File: config.mk
export PLATFORM = sky130hd
export DESIGN_NAME = kline_block_link_engine_top
export DESIGN_NICKNAME = d
export VERILOG_FILES = /design/src/hw/rtl/kbl_pkg.sv /design/src/hw/rtl/kline_block_link_engine_top.sv /design/src/hw/rtl/kbl_csr.sv /design/src/hw/rtl/kbl_core.sv
export SDC_FILE = /design/constraint.sdc
export NUM_CORES = 1
export LEC_CHECK = 0
export BUFFER_PORTS_ARGS = -buffer_cell sky130_fd_sc_hd__buf_2
export CORE_MARGIN = 1.5
export CORE_UTILIZATION = 65
export DETAILED_ROUTE_END_ITERATION = 8
export PLACE_DENSITY_LB_ADDON = 0.2
export SLEW_MARGIN = 20
export SYNTH_ARGS = -nofsm -noshare
export SYNTH_HDL_FRONTEND = slang
export SYNTH_SLANG_ARGS = --single-unit
File: constraint.sdc
create_clock -name clock -period 9.5 [get_ports clock]
set_input_delay 0.475 -clock clock [delete_from_list [all_inputs] [get_ports clock]]
set_output_delay 0.475 -clock clock [all_outputs]
set_load 0.005 [all_outputs]
File: src/hw/rtl/kbl_pkg.sv
// Shared types and constants of the K-line block link engine.
// No dependencies; used by every RTL file of the block by scoped names.
`default_nettype none

package kbl_pkg;

   // Event codes carried in req_type
   localparam logic [2:0] REQ_LINE_BYTE   = 3'd0;
   localparam logic [2:0] REQ_TICK        = 3'd1;
   localparam logic [2:0] REQ_START_RX    = 3'd2;
   localparam logic [2:0] REQ_SEND_BYTE   = 3'd3;
   localparam logic [2:0] REQ_NEW_SESSION = 3'd4;

   // Result status codes
   localparam logic [2:0] ST_BUSY    = 3'd0;
   localparam logic [2:0] ST_DONE    = 3'd1;
   localparam logic [2:0] ST_TIMEOUT = 3'd2;
   localparam logic [2:0] ST_TOOLONG = 3'd3;
   localparam logic [2:0] ST_BADCNT  = 3'd4;
   localparam logic [2:0] ST_BADCOMP = 3'd5;
   localparam logic [2:0] ST_IDLE    = 3'd6;

   // Register indexes of the configuration port
   localparam logic [1:0] CSR_MAX_BLOCK_SIZE  = 2'd0;
   localparam logic [1:0] CSR_FIRST_BYTE_TMO  = 2'd1;
   localparam logic [1:0] CSR_BYTE_TMO        = 2'd2;
   localparam logic [1:0] CSR_ECHO_TMO        = 2'd3;

   localparam logic [7:0]  MAX_BLOCK_SIZE_RST = 8'd64;
   localparam logic [15:0] FIRST_BYTE_TMO_RST = 16'd2000;
   localparam logic [15:0] BYTE_TMO_RST       = 16'd1000;
   localparam logic [15:0] ECHO_TMO_RST       = 16'd100;

   localparam logic [7:0]  BYTE_INVERT = 8'hFF;
   localparam logic [15:0] COUNT_MAX   = 16'hFFFF;

   typedef enum logic [3:0] {
      PH_IDLE    = 4'b0001,
      PH_RX      = 4'b0010,
      PH_TXCOMP  = 4'b0100,
      PH_TXREADY = 4'b1000
   } phase_type;

   typedef struct packed {
      logic [2:0] req_type;
      logic [7:0] line_data;
      logic [7:0] fixed_length;
      logic       final_byte;
   } req_item_type;

   typedef struct packed {
      logic        tx_valid;
      logic [7:0]  tx_byte;
      logic        rx_valid;
      logic [7:0]  rx_byte;
      logic        rx_last;
      logic [2:0]  status;
      logic [7:0]  block_count_now;
      logic [15:0] data_error_count;
      logic [15:0] timeout_error_count;
   } rsp_item_type;

   typedef struct packed {
      logic [7:0]  max_block_size;
      logic [15:0] first_byte_timeout_ms;
      logic [15:0] byte_timeout_ms;
      logic [15:0] echo_timeout_ms;
   } cfg_type;

   function automatic logic [15:0] sat_inc16(input logic [15:0] value);
      sat_inc16 = (value == COUNT_MAX) ? value : value + 16'd1;
   endfunction

endpackage

`default_nettype wire

File: src/hw/rtl/kline_block_link_engine_top.sv
// Top level of the K-line block link engine: input register, link core, result register.
// Depends on kbl_pkg, kbl_csr and kbl_core.
`default_nettype none

// Usage:
//   req_*  : one event per transfer (line byte, millisecond tick, start receive,
//            send byte, new session), payload kbl_pkg::req_item_type.
//   rsp_*  : exactly one result per event, payload kbl_pkg::rsp_item_type, in order.
//   csr_*  : register writes, index 0..3, always ready; write only while idle.
// Path: an accepted event is held in the input register, is processed by the link
//   core as it moves into the result register, and shows on rsp_* from then on;
//   while the result register is stalled, the event waits in the input register.
// Throughput: one event per cycle while rsp_ready is high; every event is worked in
//   a single pass of the core between the input and result registers, and the link
//   state updates at the edge that loads the result register.
// Reset: synchronous, clears both register stages, the link state and the error
//   counts; configuration returns to 64, 2000, 1000 and 100.
// Stall: while rsp_ready is low the result register holds; the input register
//   still takes one more event, then req_ready drops until the result moves on.

module kline_block_link_engine_top (
   input  wire logic                  clock,
   input  wire logic                  reset,
   input  wire logic                  req_valid,
   output      logic                  req_ready,
   input  wire kbl_pkg::req_item_type req_data,
   output      logic                  rsp_valid,
   input  wire logic                  rsp_ready,
   output kbl_pkg::rsp_item_type      rsp_data,
   input  wire logic                  csr_valid,
   output      logic                  csr_ready,
   input  wire logic [1:0]            csr_index,
   input  wire logic [15:0]           csr_wdata
);

   logic                   in_valid_ff, in_valid_in;
   kbl_pkg::req_item_type  in_item_ff;
   logic                   rsp_valid_ff, rsp_valid_in;
   kbl_pkg::rsp_item_type  rsp_item_ff;
   kbl_pkg::rsp_item_type  core_result;
   kbl_pkg::cfg_type       cfg;
   logic                   advance;
   logic                   take;

   assign csr_ready = 1'b1;

   kbl_csr u_csr (
      .clock     (clock),
      .reset     (reset),
      .csr_valid (csr_valid),
      .csr_index (csr_index),
      .csr_wdata (csr_wdata),
      .cfg       (cfg)
   );

   // move the held event into the result stage when that stage frees up
   assign advance   = in_valid_ff && (!rsp_valid_ff || rsp_ready);
   assign req_ready = !in_valid_ff || advance;
   assign take      = req_valid && req_ready;

   kbl_core u_core (
      .clock    (clock),
      .reset    (reset),
      .event_go (advance),
      .item     (in_item_ff),
      .cfg      (cfg),
      .result   (core_result)
   );

   always_comb begin
      in_valid_in  = take || (in_valid_ff && !advance);
      rsp_valid_in = advance || (rsp_valid_ff && !rsp_ready);
   end

   always_ff @(posedge clock) begin
      if (reset) begin
         in_valid_ff  <= 1'b0;
         rsp_valid_ff <= 1'b0;
      end else begin
         in_valid_ff  <= in_valid_in;
         rsp_valid_ff <= rsp_valid_in;
      end
   end

   always_ff @(posedge clock) begin
      if (take) begin
         in_item_ff <= req_data;
      end
      if (advance) begin
         rsp_item_ff <= core_result;
      end
   end

   assign rsp_valid = rsp_valid_ff;
   assign rsp_data  = rsp_item_ff;

   a_adv_fills_rsp : assert property (@(posedge clock) disable iff (reset)
      advance |=> rsp_valid_ff)
      else $error("processed event lost before result stage");

   a_no_overwrite : assert property (@(posedge clock) disable iff (reset)
      rsp_valid_ff && !rsp_ready |-> !advance)
      else $error("stalled result overwritten");

   a_take_fills_in : assert property (@(posedge clock) disable iff (reset)
      take |=> in_valid_ff)
      else $error("accepted event not held");

endmodule

`default_nettype wire

File: src/hw/rtl/kbl_csr.sv
// Configuration registers of the K-line block link engine.
// Depends on kbl_pkg for register indexes, reset values and cfg_type.
`default_nettype none

module kbl_csr (
   input  wire logic              clock,
   input  wire logic              reset,
   input  wire logic              csr_valid,
   input  wire logic [1:0]        csr_index,
   input  wire logic [15:0]       csr_wdata,
   output kbl_pkg::cfg_type       cfg
);

   kbl_pkg::cfg_type cfg_ff;
   kbl_pkg::cfg_type cfg_in;

   always_comb begin
      cfg_in = cfg_ff;
      if (csr_valid) begin
         unique case (csr_index)
            kbl_pkg::CSR_MAX_BLOCK_SIZE: cfg_in.max_block_size        = csr_wdata[7:0];
            kbl_pkg::CSR_FIRST_BYTE_TMO: cfg_in.first_byte_timeout_ms = csr_wdata;
            kbl_pkg::CSR_BYTE_TMO:       cfg_in.byte_timeout_ms       = csr_wdata;
            kbl_pkg::CSR_ECHO_TMO:       cfg_in.echo_timeout_ms       = csr_wdata;
            default:                     cfg_in = cfg_ff;
         endcase
      end
   end

   always_ff @(posedge clock) begin
      if (reset) begin
         cfg_ff.max_block_size        <= kbl_pkg::MAX_BLOCK_SIZE_RST;
         cfg_ff.first_byte_timeout_ms <= kbl_pkg::FIRST_BYTE_TMO_RST;
         cfg_ff.byte_timeout_ms       <= kbl_pkg::BYTE_TMO_RST;
         cfg_ff.echo_timeout_ms       <= kbl_pkg::ECHO_TMO_RST;
      end else begin
         cfg_ff <= cfg_in;
      end
   end

   assign cfg = cfg_ff;

endmodule

`default_nettype wire

File: src/hw/rtl/kbl_core.sv
// Link state and per-event logic of the K-line block link engine.
// Depends on kbl_pkg; one event is processed in each cycle that event_go is high.
`default_nettype none

module kbl_core (
   input  wire logic                   clock,
   input  wire logic                   reset,
   input  wire logic                   event_go,
   input  wire kbl_pkg::req_item_type  item,
   input  wire kbl_pkg::cfg_type       cfg,
   output kbl_pkg::rsp_item_type       result
);

   kbl_pkg::phase_type phase_ff, phase_in;
   logic [7:0]  block_counter_ff, block_counter_in;
   logic [7:0]  received_count_ff, received_count_in;
   logic [7:0]  expected_length_ff, expected_length_in;
   logic        ack_every_byte_ff, ack_every_byte_in;
   logic [15:0] ms_timer_ff, ms_timer_in;
   logic        echo_pending_ff, echo_pending_in;
   logic [7:0]  last_sent_byte_ff, last_sent_byte_in;
   logic [15:0] data_errors_ff, data_errors_in;
   logic [15:0] timeout_errors_ff, timeout_errors_in;

   kbl_pkg::rsp_item_type res;
   logic [2:0]  rest_status;
   logic [8:0]  rx_num;
   logic [8:0]  rx_len;
   logic [7:0]  exp_eff;
   logic        first_var;
   logic        too_long;
   logic [15:0] timer_inc;
   logic [15:0] rx_limit;

   always_comb begin
      phase_in           = phase_ff;
      block_counter_in   = block_counter_ff;
      received_count_in  = received_count_ff;
      expected_length_in = expected_length_ff;
      ack_every_byte_in  = ack_every_byte_ff;
      ms_timer_in        = ms_timer_ff;
      echo_pending_in    = echo_pending_ff;
      last_sent_byte_in  = last_sent_byte_ff;
      data_errors_in     = data_errors_ff;
      timeout_errors_in  = timeout_errors_ff;
      res                = '0;

      rest_status = (phase_ff == kbl_pkg::PH_IDLE) ? kbl_pkg::ST_IDLE : kbl_pkg::ST_BUSY;
      res.status  = rest_status;

      rx_num    = {1'b0, received_count_ff} + 9'd1;
      rx_len    = {1'b0, item.line_data} + 9'd1;
      first_var = ack_every_byte_ff && (rx_num == 9'd1);
      too_long  = first_var && (rx_len > {1'b0, cfg.max_block_size});
      exp_eff   = first_var ? rx_len[7:0] : expected_length_ff;
      timer_inc = (ms_timer_ff == kbl_pkg::COUNT_MAX) ? ms_timer_ff : ms_timer_ff + 16'd1;
      rx_limit  = ((phase_ff == kbl_pkg::PH_RX) && (received_count_ff == 8'd0)) ?
                  cfg.first_byte_timeout_ms : cfg.byte_timeout_ms;

      unique case (item.req_type)
         kbl_pkg::REQ_LINE_BYTE: begin
            if (echo_pending_ff) begin
               // own byte coming back on the half-duplex line: drop it
               echo_pending_in = 1'b0;
               ms_timer_in     = '0;
            end else if (phase_ff == kbl_pkg::PH_RX) begin
               received_count_in = rx_num[7:0];
               ms_timer_in       = '0;
               if (too_long) begin
                  phase_in   = kbl_pkg::PH_IDLE;
                  res.status = kbl_pkg::ST_TOOLONG;
               end else if (ack_every_byte_ff && (rx_num == 9'd2) &&
                            (item.line_data != block_counter_ff)) begin
                  data_errors_in = kbl_pkg::sat_inc16(data_errors_ff);
                  phase_in       = kbl_pkg::PH_IDLE;
                  res.status     = kbl_pkg::ST_BADCNT;
               end else begin
                  expected_length_in = exp_eff;
                  if ((!ack_every_byte_ff && (rx_num == {1'b0, exp_eff})) ||
                      (ack_every_byte_ff && (rx_num < {1'b0, exp_eff}))) begin
                     res.tx_valid    = 1'b1;
                     res.tx_byte     = item.line_data ^ kbl_pkg::BYTE_INVERT;
                     echo_pending_in = 1'b1;
                  end
                  res.rx_valid = 1'b1;
                  res.rx_byte  = item.line_data;
                  if (rx_num >= {1'b0, exp_eff}) begin
                     res.rx_last      = 1'b1;
                     block_counter_in = block_counter_ff + 8'd1;
                     phase_in         = kbl_pkg::PH_IDLE;
                     res.status       = kbl_pkg::ST_DONE;
                  end else begin
                     res.status = kbl_pkg::ST_BUSY;
                  end
               end
            end else if (phase_ff == kbl_pkg::PH_TXCOMP) begin
               if (item.line_data == (last_sent_byte_ff ^ kbl_pkg::BYTE_INVERT)) begin
                  phase_in    = kbl_pkg::PH_TXREADY;
                  ms_timer_in = '0;
                  res.status  = kbl_pkg::ST_BUSY;
               end else begin
                  data_errors_in = kbl_pkg::sat_inc16(data_errors_ff);
                  phase_in       = kbl_pkg::PH_IDLE;
                  res.status     = kbl_pkg::ST_BADCOMP;
               end
            end
         end
         kbl_pkg::REQ_TICK: begin
            ms_timer_in = timer_inc;
            if (echo_pending_ff) begin
               // give up waiting for the echo quietly
               if (timer_inc >= cfg.echo_timeout_ms) begin
                  echo_pending_in = 1'b0;
                  ms_timer_in     = '0;
               end
            end else if ((phase_ff == kbl_pkg::PH_RX) || (phase_ff == kbl_pkg::PH_TXCOMP)) begin
               if (timer_inc >= rx_limit) begin
                  timeout_errors_in = kbl_pkg::sat_inc16(timeout_errors_ff);
                  phase_in          = kbl_pkg::PH_IDLE;
                  res.status        = kbl_pkg::ST_TIMEOUT;
               end
            end
         end
         kbl_pkg::REQ_START_RX: begin
            if (item.fixed_length > cfg.max_block_size) begin
               phase_in   = kbl_pkg::PH_IDLE;
               res.status = kbl_pkg::ST_TOOLONG;
            end else begin
               expected_length_in = item.fixed_length;
               ack_every_byte_in  = (item.fixed_length == 8'd0);
               received_count_in  = '0;
               ms_timer_in        = '0;
               phase_in           = kbl_pkg::PH_RX;
               res.status         = kbl_pkg::ST_BUSY;
            end
         end
         kbl_pkg::REQ_SEND_BYTE: begin
            if ((phase_ff == kbl_pkg::PH_IDLE) || (phase_ff == kbl_pkg::PH_TXREADY)) begin
               last_sent_byte_in = item.line_data;
               res.tx_valid      = 1'b1;
               res.tx_byte       = item.line_data;
               echo_pending_in   = 1'b1;
               ms_timer_in       = '0;
               if (item.final_byte) begin
                  block_counter_in = block_counter_ff + 8'd1;
                  phase_in         = kbl_pkg::PH_IDLE;
                  res.status       = kbl_pkg::ST_DONE;
               end else begin
                  phase_in   = kbl_pkg::PH_TXCOMP;
                  res.status = kbl_pkg::ST_BUSY;
               end
            end else begin
               res.status = kbl_pkg::ST_BUSY;
            end
         end
         kbl_pkg::REQ_NEW_SESSION: begin
            block_counter_in  = '0;
            phase_in          = kbl_pkg::PH_IDLE;
            echo_pending_in   = 1'b0;
            ms_timer_in       = '0;
            received_count_in = '0;
            res.status        = kbl_pkg::ST_IDLE;
         end
         default: res.status = rest_status;
      endcase

      res.block_count_now     = block_counter_in;
      res.data_error_count    = data_errors_in;
      res.timeout_error_count = timeout_errors_in;
   end

   always_ff @(posedge clock) begin
      if (reset) begin
         phase_ff           <= kbl_pkg::PH_IDLE;
         block_counter_ff   <= '0;
         received_count_ff  <= '0;
         expected_length_ff <= '0;
         ack_every_byte_ff  <= 1'b0;
         ms_timer_ff        <= '0;
         echo_pending_ff    <= 1'b0;
         last_sent_byte_ff  <= '0;
         data_errors_ff     <= '0;
         timeout_errors_ff  <= '0;
      end else if (event_go) begin
         phase_ff           <= phase_in;
         block_counter_ff   <= block_counter_in;
         received_count_ff  <= received_count_in;
         expected_length_ff <= expected_length_in;
         ack_every_byte_ff  <= ack_every_byte_in;
         ms_timer_ff        <= ms_timer_in;
         echo_pending_ff    <= echo_pending_in;
         last_sent_byte_ff  <= last_sent_byte_in;
         data_errors_ff     <= data_errors_in;
         timeout_errors_ff  <= timeout_errors_in;
      end
   end

   assign result = res;

   // a driven byte always leaves an echo to drop
   a_tx_sets_echo : assert property (@(posedge clock) disable iff (reset)
      event_go && res.tx_valid |=> echo_pending_ff)
      else $error("driven byte did not arm echo wait");

   a_last_is_done : assert property (@(posedge clock) disable iff (reset)
      res.rx_last |-> res.rx_valid && (res.status == kbl_pkg::ST_DONE))
      else $error("block end without done status");

   a_data_err_mono : assert property (@(posedge clock) disable iff (reset)
      !$past(reset) |-> data_errors_ff >= $past(data_errors_ff))
      else $error("data error count went down");

   a_tmo_err_mono : assert property (@(posedge clock) disable iff (reset)
      !$past(reset) |-> timeout_errors_ff >= $past(timeout_errors_ff))
      else $error("timeout error count went down");

   a_echo_quiet : assert property (@(posedge clock) disable iff (reset)
      event_go && echo_pending_ff && (item.req_type == kbl_pkg::REQ_LINE_BYTE)
      |-> !res.rx_valid && !res.tx_valid)
      else $error("echo byte was not dropped");

endmodule

`default_nettype wire
==> results.toml <==
[global_route]
met1_usage_pct = 38.03
antenna_found_initial = 0
use_met3_pct = 3.770
grt_max_degree = 75
overflow = 0
grt_usage_pct = 28.36
grt_pass1_vias = 9450
use_met2_pct = 48.17
top_usage_layer = "met2"
grt_pass1_wl_mm = 46.13

[pwr]
power_density_nw_per_um2 = 159.7
leakage_nw = 5.492
ir_worst_vdd_mv = 0.1620

[placement]
routabilityCongestion = 0.9215
dp.cells = 1648
pre_cts_slack_ns = 4.720
hpwl_mm = 19.33
portBuffers = 106

[worst_hold_path]
hp-class = "in -> reg"
hp-start = "req_data[4]"
whs_path_depth = 1
whs_endpoint = "in_item_ff[4]$_DFFE_PP_"

[floorplanning]
fp.dieH_um = 140.7
io_pins = 108
dieArea_um2 = 19800
fp.dieW_um = 140.7
initial_utilization_pct = 66.11
core_area_um2 = 18640
core.rowCount = 50

[outcome]
status = "finished, final reports clean"

[clock_tree]
cts-htree-levels = 1
cts_setup_buffers = 0
cts_buffers = 25
clockBufferDepth = 3
hold_buffers = 0
root_buffer = "clkbuf_16"
tritoncts = "built"
path_clk_slew_ns = 0.07
cts_resized = 0
clock_latency_ns = 0.52
cts_sinks = 226

[synth]
synth-xor-area-share_pct = 5.827
synth_top_area_cell = "dfxtp_1"
synth_common_cells = "nand2_1, dfxtp_1, nor2_1"
synth_area_leaders = "dfxtp_1, edfxtp_1, ha_1, nand2_1, nor2_1"
synthMuxAreaShare_pct = 4.517
synthFlopType = "dfxtp_1"
ys_seq_elements = 226
avgSynthCellArea_um2 = 8.932
synth-simple-area-share_pct = 21.43
ys_types = 72
syn_nets = 1487
synth_top_family_by_area = "simple AND/OR/NAND/NOR gates"
synth-edff-count = 82
synth-seq-area-share_pct = 43.37
synth.most_common_cell = "nand2_1"
syn-instance-count = 1380
async_reset_ff_share_pct = 0
synth_top_cell_area_share_pct = 23.39
yosys.area_share.adder_pct = 6.497
ys_warn_count = 0
syn_area_um2 = 12330
synth_compound_area_share_pct = 14.37

[run]
drv_cap = 0

[route]
wire_per_inst_um = 16.56
drt-total-wl_mm = 28.06
drc = 0
vias = 10280
via_per_inst = 6.069
drtIter0Drc = 674
drtAntennaViolNets = 0
dr.pass1.iters = 5

[timing]
fin_ws_ns = 4.534
hold_violations = 0
holdWs_ns = 0.1303
timing.fmax_mhz = 201.4
worstMarginPinSlew_ns = 1.095
setup_tns_ns = 0
rsz0062_at_grt = "false"
setup_viol = 0
maxSlewViolCount = 0
slew_headroom_pct = 26.97
timing.final.crit_period_ns = 4.966
clock_skew_ns = 0.01141
finalCritPeriodShare_pct = 52.28

[setup_path]
worstPathRequired_ns = 9.77
r2r-end = "rsp_data[1]$_DFFE_PP_"
cp-start-kind = "flip-flop"
r2r_cells = 15
crit_path_max_fanout = 15
end_kind = "flip-flop"
critPathKind = "reg -> reg"
cp.arrival_ns = 5.24
timing.rr.start = "u_core.ms_timer_ff[0]$_SDFFE_PP0P_"
r2r_slack_ns = 4.53

[finish]
final_cell_count_no_fill = 1694
n_antenna_cell = 0
drive_gt1_share_pct = 12.74
nets = 1548
syn_to_final_growth_pct = 11.69
==> cells in the final DEF, fill, tap and decap left out, types with 5 or more instances in the layout <==
cell       count
xor2_1        43
edfxtp_1      82
o211ai_1       8
dfxtp_1      144
ha_1          64
nand3_1       42
inv_1         38
mux2_2        13
mux2i_1       41
nand2_1      202
and4_1         6
a211o_1        8
nand3b_1      17
o311a_1        6
xnor2_1       39
nand4_1       24
a31oi_1       21
buf_2        105
a211oi_1       8
nor4_1         9
a22oi_1       11
nand2b_1      13
clkbuf_16     25
nor2_1       136
nor2b_1       11
a21oi_1      101
o21ai_0       41
a21o_1        11
a311oi_1       8
nor3b_1        7
o21a_1         9
buf_4          9
clkbuf_1       5
and2_1        15
nor3_1        28
o31ai_1        5
and3_1        26
==> cell families after synthesis <==
group           Yosys count
simple gates            557
fa+ha+maj                64
mux                      54
compound gates          275
buf+inv                 121
other cells               1
xor+xnor                 82
flops                   226
==> through the flow <==
| step | total power [mW] | util (%) | area (µm²) |
|---|---|---|---|
| after floorplan | 1.172 | - | 12330 |
| after global placement | 1.221 | 69.17 | 12900 |
| after detailed placement | 1.226 | 69.21 | 12900 |
| after CTS | 2.213 | 73.75 | 13750 |
| after global routing | 2.268 | 73.85 | 13770 |
| final | 2.199 | 73.85 | 13770 |
==> per-layer routing <==
metal	up-vias	share of wire, %
li1	5030	-
met1	4866	44
met2	328	48
met3	57	5.3
met4	0	2.7
met5	-	0
==> how the worst max path moves through the flow <==
stage                                        from                            endpoint  slack (ns)  cells after the start
6_report       u_core.ms_timer_ff[0]$_SDFFE_PP0P_               rsp_data[1]$_DFFE_PP_        4.53                     15
3_3_place_gp   u_core.ms_timer_ff[0]$_SDFFE_PP0P_               rsp_data[1]$_DFFE_PP_        4.88                     15
3_5_place_dp   u_core.ms_timer_ff[0]$_SDFFE_PP0P_  u_core.ms_timer_ff[3]$_SDFFE_PP0P_        4.72                     16
5_1_grt        u_core.ms_timer_ff[0]$_SDFFE_PP0P_               rsp_data[5]$_DFFE_PP_        4.18                     16
4_1_cts        u_core.ms_timer_ff[0]$_SDFFE_PP0P_  u_core.ms_timer_ff[3]$_SDFFE_PP0P_        4.60                     16
2_1_floorplan     u_core.phase_ff[0]$_SDFFE_PP1P_               rsp_data[9]$_DFFE_PP_        5.20                     17
==> registers in the layout, summed over array words and instances, names as in the netlist, 4 cells and up <==
signal,cells
u_core.block_counter_ff,8
u_core.received_count_ff,8
u_core.data_errors_ff,16
u_core.expected_length_ff,8
u_core.timeout_errors_ff,16
u_core.last_sent_byte_ff,8
rsp_data,62
u_csr.cfg,56
u_core.ms_timer_ff,16
u_core.phase_ff,4
in_item_ff,20
==> final cells by class <==
class / instances / area [µm²]
inverter: 41 / 153.9
multi-input combinational: 1033 / 6538
fill: 1437 / 4876
clock buffer: 30 / 644.4
clock inverter: 16 / 200.2
tap: 234 / 292.8
timing repair buffer: 114 / 593.1
sequential: 226 / 5345
==> power breakdown <==
part / internal (mW) / switching [mW] / total (mW)
Sequential: 1.03 / 0.0244 / 1.06
Clock: 0.598 / 0.394 / 0.992
Combinational: 0.0565 / 0.0922 / 0.149
==> worst max-delay path, cell delays in order, from the launching register on <==
cell      delay (ns)
dfxtp_1         0.36
ha_1            0.22
and2_1          0.19
and3_1          0.19
nand4_1         0.24
nor2b_1         0.47
and3_1          0.29
xor2_1          0.28
ha_1            0.21
nand4_1         0.12
nor2_1          0.12
a211oi_1        0.07
o211a_1         0.26
a211o_1         0.40
nor2b_1         0.87
mux2_2          0.42
No activity file was read; power rests on OpenSTA's default activity.
